## config.mk

```make
export PLATFORM = sky130hd
export DESIGN_NAME = wrap_extended_nanosecond_clock_core_flat
export DESIGN_NICKNAME = d
export VERILOG_FILES = /design/src/rtl/core/wenc_pkg.sv /design/src/rtl/core/wenc_if.sv /design/src/rtl/core/wrap_extended_nanosecond_clock_core.sv /design/src/rtl/core/wenc_div.sv /design/src/rtl/core/wenc_mul.sv /design/src/flat_wrapper.sv
export SDC_FILE = /design/constraint.sdc
export NUM_CORES = 2
export LEC_CHECK = 0
export ABC_AREA = 0
export ABC_CLOCK_PERIOD_IN_PS = 24700
export BUFFER_PORTS_ARGS = -buffer_cell sky130_fd_sc_hd__buf_2
export CAP_MARGIN = 20
export CELL_PAD_IN_SITES_DETAIL_PLACEMENT = 0
export CELL_PAD_IN_SITES_GLOBAL_PLACEMENT = 2
export CORE_MARGIN = 1.5
export CORE_UTILIZATION = 45
export CTS_BUF_LIST = sky130_fd_sc_hd__clkbuf_8
export CTS_CLUSTER_DIAMETER = 80
export CTS_CLUSTER_SIZE = 28
export DETAILED_ROUTE_END_ITERATION = 10
export GPL_ROUTABILITY_DRIVEN = 0
export GPL_TIMING_DRIVEN = 0
export HOLD_SLACK_MARGIN = 0.15
export PLACE_DENSITY = 0.92
export SLEW_MARGIN = 20
export SYNTH_ARGS = -nofsm -noshare
export SYNTH_HDL_FRONTEND = slang
export SYNTH_SLANG_ARGS = --single-unit
```

## constraint.sdc

```tcl
create_clock -name clk -period 24.7 [get_ports clk]
set_clock_uncertainty 0.1 [all_clocks]
set_input_delay 2.47 -clock clk [delete_from_list [all_inputs] [get_ports clk]]
set_output_delay 2.47 -clock clk [all_outputs]
set_load 0.005 [all_outputs]
```

## src/rtl/core/wenc_pkg.sv

```systemverilog
package wenc_pkg;

  localparam int CMD_W = 2;
  localparam int CNT_W = 32;
  localparam int VAL_W = 64;
  localparam int CLK_W = 30;
  localparam int Q_BITS = 32;
  localparam int DIV_STEPS = VAL_W;
  localparam int DIV_CNT_W = $clog2(DIV_STEPS);

  localparam logic [VAL_W-1:0] NS_PER_SEC = 64'd1000000000;
  localparam logic [VAL_W-1:0] NS_PER_SEC_Q32 = NS_PER_SEC << Q_BITS;
  localparam logic [CLK_W-1:0] CLK_HZ_RESET = 30'd216000000;

  localparam logic [CMD_W-1:0] CMD_TICK    = 2'd0;
  localparam logic [CMD_W-1:0] CMD_READ_NS = 2'd1;
  localparam logic [CMD_W-1:0] CMD_READ_RT = 2'd2;

  typedef enum logic [3:0] {
    S_IDLE,
    S_MUL_LO,
    S_MUL_HI,
    S_SUM,
    S_FIN,
    S_MUL_NS,
    S_DIV_GO,
    S_DIV_WAIT,
    S_DONE
  } state_t;

endpackage

```

## src/rtl/core/wenc_if.sv

```systemverilog
interface wenc_req_if import wenc_pkg::*; ();
  logic             valid;
  logic             ready;
  logic [CMD_W-1:0] command;
  logic [CNT_W-1:0] cycle_count;

  modport source(output valid, output command, output cycle_count, input ready);
  modport sink(input valid, input command, input cycle_count, output ready);
endinterface

interface wenc_rsp_if import wenc_pkg::*; ();
  logic             valid;
  logic             ready;
  logic [VAL_W-1:0] value;
  logic             armed;

  modport source(output valid, output value, output armed, input ready);
  modport sink(input valid, input value, input armed, output ready);
endinterface

interface wenc_cfg_if import wenc_pkg::*; ();
  logic             valid;
  logic             ready;
  logic [CLK_W-1:0] data;

  modport source(output valid, output data, input ready);
  modport sink(input valid, input data, output ready);
endinterface

```

## src/rtl/core/wrap_extended_nanosecond_clock_core.sv

```systemverilog
// Extends a free-running 32-bit cycle counter into a 64-bit nanosecond clock
// and a 64-bit runtime cycle total. Commands: tick (0) folds the counter
// delta into the totals and, the first time, arms the clock by dividing
// 1e9<<32 by the counter frequency; read ns (1) and read runtime (2) each
// return one result with the current armed flag; command 3 is ignored.
// One item is in work at a time and req.ready is low meanwhile. Armed ticks
// and armed ns reads go through a shared 32x32 multiplier used twice; the
// arming tick and an unarmed ns read go through the 64-step bit-serial
// divider. A result waits in an output register while the next item is
// taken. cfg is always ready and should be written only while the block is
// idle; a new frequency after arming is kept but never used, since reset
// restores the reset frequency.
module wrap_extended_nanosecond_clock_core import wenc_pkg::*; (
  input  logic clk,
  input  logic rst,
  wenc_cfg_if.sink   cfg,
  wenc_req_if.sink   req,
  wenc_rsp_if.source rsp
);

  state_t state, state_next;

  logic [CLK_W-1:0] clk_hz;
  logic             is_armed;
  logic [VAL_W-1:0] q;
  logic [VAL_W-1:0] epoch_ns;
  logic [CNT_W-1:0] epoch_cycle;
  logic [VAL_W-1:0] run_total;
  logic [CNT_W-1:0] run_last;
  logic [CMD_W-1:0] cmd;
  logic [CNT_W-1:0] now;
  logic [VAL_W-1:0] acc;
  logic [VAL_W-1:0] res;

  logic             req_xfer;
  logic [CNT_W-1:0] run_delta;
  logic [CNT_W-1:0] mul_a;
  logic [CNT_W-1:0] mul_b;
  logic [VAL_W-1:0] prod;
  logic [VAL_W-1:0] dividend;
  logic [VAL_W-1:0] quotient;
  logic             div_start;
  logic             div_done;

  assign cfg.ready = 1'b1;
  assign req.ready = (state == S_IDLE);
  assign req_xfer  = req.valid && req.ready;
  assign run_delta = req.cycle_count - run_last;

  always_comb begin
    mul_a = now - epoch_cycle;
    mul_b = q[CNT_W-1:0];
    unique case (state)
      S_MUL_HI: mul_b = q[VAL_W-1:CNT_W];
      S_MUL_NS: begin
        mul_a = now;
        mul_b = NS_PER_SEC[CNT_W-1:0];
      end
      default: ;
    endcase
  end

  assign dividend  = (cmd == CMD_TICK) ? NS_PER_SEC_Q32 : prod;
  assign div_start = (state == S_DIV_GO);

  wenc_mul u_mul (
    .clk  (clk),
    .a    (mul_a),
    .b    (mul_b),
    .prod (prod)
  );

  wenc_div u_div (
    .clk      (clk),
    .rst      (rst),
    .start    (div_start),
    .dividend (dividend),
    .divisor  (clk_hz),
    .done     (div_done),
    .quotient (quotient)
  );

  always_ff @(posedge clk) begin
    if (rst) begin
      state <= S_IDLE;
    end else begin
      state <= state_next;
    end
  end

  always_comb begin
    state_next = state;
    unique case (state)
      S_IDLE: begin
        if (req_xfer) begin
          case (req.command)
            CMD_TICK:    state_next = is_armed ? S_MUL_LO : S_DIV_GO;
            CMD_READ_NS: state_next = is_armed ? S_MUL_LO : S_MUL_NS;
            CMD_READ_RT: state_next = S_DONE;
            default:     state_next = S_IDLE;
          endcase
        end
      end
      S_MUL_LO:   state_next = S_MUL_HI;
      S_MUL_HI:   state_next = S_SUM;
      S_SUM:      state_next = S_FIN;
      S_FIN:      state_next = (cmd == CMD_TICK) ? S_IDLE : S_DONE;
      S_MUL_NS:   state_next = S_DIV_GO;
      S_DIV_GO:   state_next = S_DIV_WAIT;
      S_DIV_WAIT: begin
        if (div_done) begin
          state_next = (cmd == CMD_TICK) ? S_IDLE : S_DONE;
        end
      end
      S_DONE: begin
        if (!rsp.valid || rsp.ready) begin
          state_next = S_IDLE;
        end
      end
      default: state_next = S_IDLE;
    endcase
  end

  always_ff @(posedge clk) begin
    if (rst) begin
      clk_hz      <= CLK_HZ_RESET;
      is_armed    <= 1'b0;
      q           <= '0;
      epoch_ns    <= '0;
      epoch_cycle <= '0;
      run_total   <= '0;
      run_last    <= '0;
    end else begin
      if (cfg.valid && cfg.ready) begin
        clk_hz <= cfg.data;
      end
      if (req_xfer && req.command == CMD_TICK) begin
        run_total <= run_total + VAL_W'(run_delta);
        run_last  <= req.cycle_count;
      end
      if (state == S_FIN && cmd == CMD_TICK) begin
        epoch_ns    <= epoch_ns + acc;
        epoch_cycle <= now;
      end
      if (state == S_DIV_WAIT && div_done && cmd == CMD_TICK) begin
        q           <= quotient;
        epoch_cycle <= now;
        is_armed    <= 1'b1;
      end
    end
  end

  // datapath
  always_ff @(posedge clk) begin
    if (req_xfer) begin
      cmd <= req.command;
      now <= req.cycle_count;
      res <= run_total + VAL_W'(run_delta);
    end
    case (state)
      S_MUL_HI: acc <= VAL_W'(prod[VAL_W-1:Q_BITS]);
      S_SUM:    acc <= prod + acc;
      S_FIN:    res <= epoch_ns + acc;
      S_DIV_WAIT: begin
        if (div_done) begin
          res <= quotient;
        end
      end
      default: ;
    endcase
  end

  always_ff @(posedge clk) begin
    if (rst) begin
      rsp.valid <= 1'b0;
    end else if (state == S_DONE && (!rsp.valid || rsp.ready)) begin
      rsp.valid <= 1'b1;
    end else if (rsp.ready) begin
      rsp.valid <= 1'b0;
    end
  end

  always_ff @(posedge clk) begin
    if (state == S_DONE && (!rsp.valid || rsp.ready)) begin
      rsp.value <= res;
      rsp.armed <= is_armed;
    end
  end

endmodule

```

## src/rtl/core/wenc_div.sv

```systemverilog
module wenc_div import wenc_pkg::*; (
  input  logic             clk,
  input  logic             rst,
  input  logic             start,
  input  logic [VAL_W-1:0] dividend,
  input  logic [CLK_W-1:0] divisor,
  output logic             done,
  output logic [VAL_W-1:0] quotient
);

  logic                 busy;
  logic [DIV_CNT_W-1:0] cnt;
  logic [CLK_W-1:0]     den;
  logic [CLK_W-1:0]     rem;
  logic [VAL_W-1:0]     quo;
  logic [CLK_W:0]       trial;
  logic [CLK_W:0]       diff;
  logic                 fits;

  // restoring division, one quotient bit per cycle; zero divisor gives all ones
  assign trial = {rem, quo[VAL_W-1]};
  assign diff  = trial - {1'b0, den};
  assign fits  = trial >= {1'b0, den};

  always_ff @(posedge clk) begin
    if (rst) begin
      busy <= 1'b0;
      done <= 1'b0;
      cnt  <= '0;
    end else begin
      done <= 1'b0;
      if (start) begin
        busy <= 1'b1;
        cnt  <= '0;
        den  <= divisor;
        rem  <= '0;
        quo  <= dividend;
      end else if (busy) begin
        rem <= fits ? diff[CLK_W-1:0] : trial[CLK_W-1:0];
        quo <= {quo[VAL_W-2:0], fits};
        cnt <= cnt + 1'b1;
        if (cnt == DIV_CNT_W'(DIV_STEPS - 1)) begin
          busy <= 1'b0;
          done <= 1'b1;
        end
      end
    end
  end

  assign quotient = quo;

endmodule

```

## src/rtl/core/wenc_mul.sv

```systemverilog
module wenc_mul import wenc_pkg::*; (
  input  logic             clk,
  input  logic [CNT_W-1:0] a,
  input  logic [CNT_W-1:0] b,
  output logic [VAL_W-1:0] prod
);

  always_ff @(posedge clk) begin
    prod <= VAL_W'(a) * VAL_W'(b);
  end

endmodule

```

## src/flat_wrapper.sv

```systemverilog
// flat-port wrapper written by rule: the top's interface ports become plain ports
module wrap_extended_nanosecond_clock_core_flat import wenc_pkg::*;
  (clk, rst, cfg_valid, cfg_data, cfg_ready, req_valid, req_command, req_cycle_count, req_ready, rsp_valid, rsp_value, rsp_armed, rsp_ready);
  wenc_cfg_if cfg_i ();
  wenc_req_if req_i ();
  wenc_rsp_if rsp_i ();
  input  logic clk;
  input  logic rst;
  input wire logic [$bits(cfg_i.valid)-1:0] cfg_valid;
  input wire logic [$bits(cfg_i.data)-1:0] cfg_data;
  output wire logic [$bits(cfg_i.ready)-1:0] cfg_ready;
  input wire logic [$bits(req_i.valid)-1:0] req_valid;
  input wire logic [$bits(req_i.command)-1:0] req_command;
  input wire logic [$bits(req_i.cycle_count)-1:0] req_cycle_count;
  output wire logic [$bits(req_i.ready)-1:0] req_ready;
  output wire logic [$bits(rsp_i.valid)-1:0] rsp_valid;
  output wire logic [$bits(rsp_i.value)-1:0] rsp_value;
  output wire logic [$bits(rsp_i.armed)-1:0] rsp_armed;
  input wire logic [$bits(rsp_i.ready)-1:0] rsp_ready;
  assign cfg_i.valid = cfg_valid;
  assign cfg_i.data = cfg_data;
  assign cfg_ready = cfg_i.ready;
  assign req_i.valid = req_valid;
  assign req_i.command = req_command;
  assign req_i.cycle_count = req_cycle_count;
  assign req_ready = req_i.ready;
  assign rsp_valid = rsp_i.valid;
  assign rsp_value = rsp_i.value;
  assign rsp_armed = rsp_i.armed;
  assign rsp_i.ready = rsp_ready;
  wrap_extended_nanosecond_clock_core u_core (.clk(clk), .rst(rst), .cfg(cfg_i), .req(req_i), .rsp(rsp_i));
endmodule
```

==> parameters.txt <==
Parameter                              Value

Yosys
  Count of yosys warnings during synthesis ... 0
  Cell types occupying the most area after synthesis ... fa_1 25%, edfxtp_1 12%, dfxtp_1 12%, ha_1 9.0%, nand2_1 7.4%
  Synth Area per Inst ... 8.736 sq um
  Synthesized area ... 71,460 sq um
  Mux share of post-synthesis cell area ... 0.4973%
  Combinational family with the most area after synthesis ... adder cells
  Seq cells post-synth ... 715
  Post-synthesis compound-gate area fraction ... 13.25%
  Most instantiated flip-flop cell in the synthesis netlist ... dfxtp_1
  Largest area contributor in the netlist ... fa_1
  Sequential cell area fraction in the yosys report ... 24.05%
  Top cells by instance count after synthesis ... 1,403 x nand2_1, 1,048 x inv_1, 902 x fa_1, 808 x nor2_1, 555 x a21oi_1
  Post-synthesis cell type count ... 101
  Most repeated cell in the gate-level netlist after synthesis ... nand2_1
  Net count of the mapped netlist ... 9,665
  Post-synth EDFFs ... 287
  Area fraction in and, or, nand and nor cells after synthesis ... 15.83%
  Synth Area in XOR/XNOR ... 4.384%
  Async S/R FF share, synth ... 0%
  Post-synthesis adder-cell area fraction ... 34.27%
  Share of the synthesized area in the top cell type ... 25.27%
  Post-synthesis instance total ... 8,180

Power
  Sequential power share ... 26.7%
  Gate power share ... 60.3%
  Switching power summed over all nets ... 3.130 mW
  Internal power consumption ... 2.753 mW
  Sw Share ... 53.21%
  Maximum vdd drop ... 53.38 uV
  Leakage ... 34.82 nW
  Pwr dens ... 76.55 nW/um^2
  Proportion of power drawn by the clock network ... 12.9%

CTS
  Sinks on Clock Net ... 715
  Post-CTS setup buffer count ... 0
  Number of H-tree levels ... 2
  Resized Gates After CTS ... 0
  Clock tree from TritonCTS ... built
  Number of buffers inserted for hold repair after clock tree synthesis ... 0
  Clock edge transition at the registers on the reported setup and hold paths ... 0.16 ns
  Clock tree root driver cell ... clkbuf_8
  Maximum root-to-sink buffer count ... 3
  Number of CTS-inserted buffers ... 49
  Clock insertion delay at the later pin of the skew report ... 0.84 ns

Worst setup path
  Worst path slowest cell ... a31oi_1
  Arrival time at the worst endpoint ... 14.78 ns
  Crit-path leading delay family ... compound AO/OA/AOI/OAI gates
  Crit Reg-Reg Endpoint ... u_core.u_mul.prod[63]
  Start-to-end type of the worst setup path ... flip-flop to flip-flop
  Critical-path maximum fanout ... 10
  Startpoint class of the critical path ... flip-flop
  Flop2flop setup slack ... 10.51 ns
  Critical path data required time ... 25.29 ns
  Delay contributed by the slowest stage of the critical path ... 0.85 ns
  Most Frequent Cell on Critical Path ... fa_1
  Count of buffering cells on the critical path with inverters included ... 5
  Worst reg2reg startpoint ... u_core.now[0]
  Setup crit end kind ... flip-flop
  Critical Path Start ... u_core.now[0]
  Cells on worst reg2reg path ... 38

Die
  Core area ... 158,000 sq um
  Horiz. Die Dim ... 401.5 um
  Die ar. ... 161,200 sq um
  Number of ports placed on the die boundary ... 137
  Height of the die ... 401.5 um
  Standard-cell rows ... 146
  Initial Util ... 45.22%

Route
  Post-route antenna net violation count ... 0
  First-pass DRT Iterations ... 8
  Vias after detailed routing ... 60,988
  Violation count after the first detailed-routing iteration ... 6,523
  Wire length per cell after detailed routing ... 26.14 um
  Remaining design rule violation count ... 0
  Vias per std cell ... 5.795
  Total routed wirelength ... 275.1 mm

GRT
  Number of global-route vias before repair ... 59,480
  Global-route wire length before repair ... 398.0 mm
  Overall track demand over capacity in global routing ... 33.75%
  Antenna violations before repair ... 11
  Maximum number of pins on one net before global-route repair ... 31
  Overall overflow remaining after global route ... 0

Final layout
  Fin util ... 48.64%
  Fill cell total of the finished layout ... 15,340
  Share of final-layout standard cells stronger than drive strength 1 ... 4.675%
  Relative area change from synthesis to final layout ... 7.553%
  Nets ... 9,894
  Area used by sequential logic in the layout ... 17,190 sq um
  Area of combinational cells with multiple inputs ... 49,000 sq um
  Number of standard cells in the final layout excluding fillers ... 10,524

Timing
  Highest achievable clock rate ... 70.48 MHz
  Final number of max-transition violations ... 0
  Final worst setup slack ... 10.51 ns
  Count of final hold-check violations ... 0
  Number of setup violations in the final report ... 0
  Actual transition at the worst max-transition pin ... 1.268 ns
  Final total negative setup slack ... 0 ns
  Fraction of the cycle the final worst path needs ... 57.44%
  Setup repair after global routing missed its margin ... false
  Period minus WS final ... 14.19 ns
  Relative slew margins ... 14.88%

Place
  Number of buffers added on ports ... 135
  Minimum setup slack after placement ... 10.96 ns
  DP HPWL ... 229.2 mm
  Placed cell count ... 10,426

Status
  Run status ... complete, no violations

Worst hold path
  Sink of the worst hold path ... u_core.u_div.den[22]
  Hold/Removal Path Class ... flip-flop to flip-flop
  Worst hold path depth ... 0
  Hold_sp ... u_core.clk_hz[22]

Flow run
  Count of max-cap constraint violations ... 0
routing by layer:
metal	GRT usage (%)	up-vias	routed length, um
met1	45.35	30359	110600
met4	16.98	8	16820
met5	0	-	57
met3	9.070	596	31650
met2	49.99	3001	115900
li1	-	27024	-
worst reg2reg max path: cells and delay by family (launching register included):
kind | cells | cell delay (ns)
AO/OA/AOI/OAI | 16 | 5.48
XOR/XNOR | 2 | 0.60
adder cells (fa/ha/maj) | 11 | 5.17
buffers and inverters | 5 | 1.19
flip-flops | 1 | 0.41
AND/OR/NAND/NOR | 4 | 1.12
metrics by stage:
| step | hold slack (ns) | instance area (sq um) | power [mW] |
|---|---|---|---|
| after floorplan | 0.3005 | 71460 | 3.551 |
| after global placement | 0.3099 | 74730 | 4.938 |
| after detailed placement | 0.3103 | 75510 | 5.006 |
| after CTS | 0.3384 | 76800 | 5.782 |
| after global routing | 0.3515 | 76860 | 6.163 |
| final | 0.3370 | 76860 | 5.883 |
power groups by stage:
stage / Combinational, mW / Clock [mW] / Sequential [mW]
finish: 3.55 / 0.760 / 1.57
global placement: 3.34 / 0 / 1.60
detailed placement: 3.41 / 0 / 1.59
global route: 3.78 / 0.814 / 1.57
CTS: 3.44 / 0.775 / 1.57
floorplan: 2.07 / 0 / 1.48
layout by cell type, fill, tap and decap left out, types with 89 or more instances in the layout:
cell	synthesis	layout
a21o_1	200	200
ha_1	514	514
dfxtp_1	428	428
nand3_1	153	152
nand2_1	1403	1403
xnor2_1	227	227
xor2_1	127	127
fa_1	902	902
buf_2	10	146
a21oi_1	555	547
o21ai_1	95	89
nor2_1	808	805
inv_1	1048	1050
clkbuf_1	376	367
o21ai_0	174	173
edfxtp_1	287	287
layout make-up:
cell class	count	area share, %
Inverter	1049	5.123
Antenna cell	2	0.006512
Multi-Input combinational cell	6011	63.75
Clock inverter	42	0.7895
Sequential cell	715	22.36
Timing Repair Buffer	178	1.634
Clock buffer	50	0.8954
Buffer	405	2.063
Tap cell	2072	3.373
worst max-delay path by stage:
stage | end | slack (ns) | cells after the start
2_1_floorplan | u_core.u_mul.prod[57] | 14.44 | 42
3_3_place_gp | u_core.u_mul.prod[63] | 10.52 | 41
3_5_place_dp | u_core.u_mul.prod[63] | 10.96 | 38
4_1_cts | u_core.u_mul.prod[63] | 10.87 | 38
5_1_grt | u_core.u_mul.prod[63] | 10.23 | 38
6_report | u_core.u_mul.prod[63] | 10.51 | 38
cell families (layout without fill, tap and decap cells):
| family | Yosys count | in the layout |
|---|---|---|
| other | 1 | 3 |
| adder cells (fa/ha/maj) | 1416 | 1416 |
| AO/OA/AOI/OAI | 1481 | 1481 |
| buffers and inverters | 1454 | 1724 |
| XOR/XNOR | 356 | 356 |
| AND/OR/NAND/NOR | 2722 | 2722 |
| multiplexers | 35 | 35 |
| flip-flops | 715 | 715 |
state kept, by name, summed over array words and instances (netlist names), 2 cells and up:
signal	count
u_core.u_div.quotient	64
u_core.u_div.den	30
u_core.u_div.rem	30
u_core.state	4
u_core.clk_hz	30
u_core.rsp.value	64
u_core.u_div.cnt	6
u_core.epoch_ns	64
u_core.run_last	32
u_core.cmd	2
u_core.acc	64
u_core.run_total	64
u_core.res	64
u_core.u_mul.prod	64
u_core.q	64
u_core.now	32
u_core.epoch_cycle	32
(Power assumes the default switching activity.)
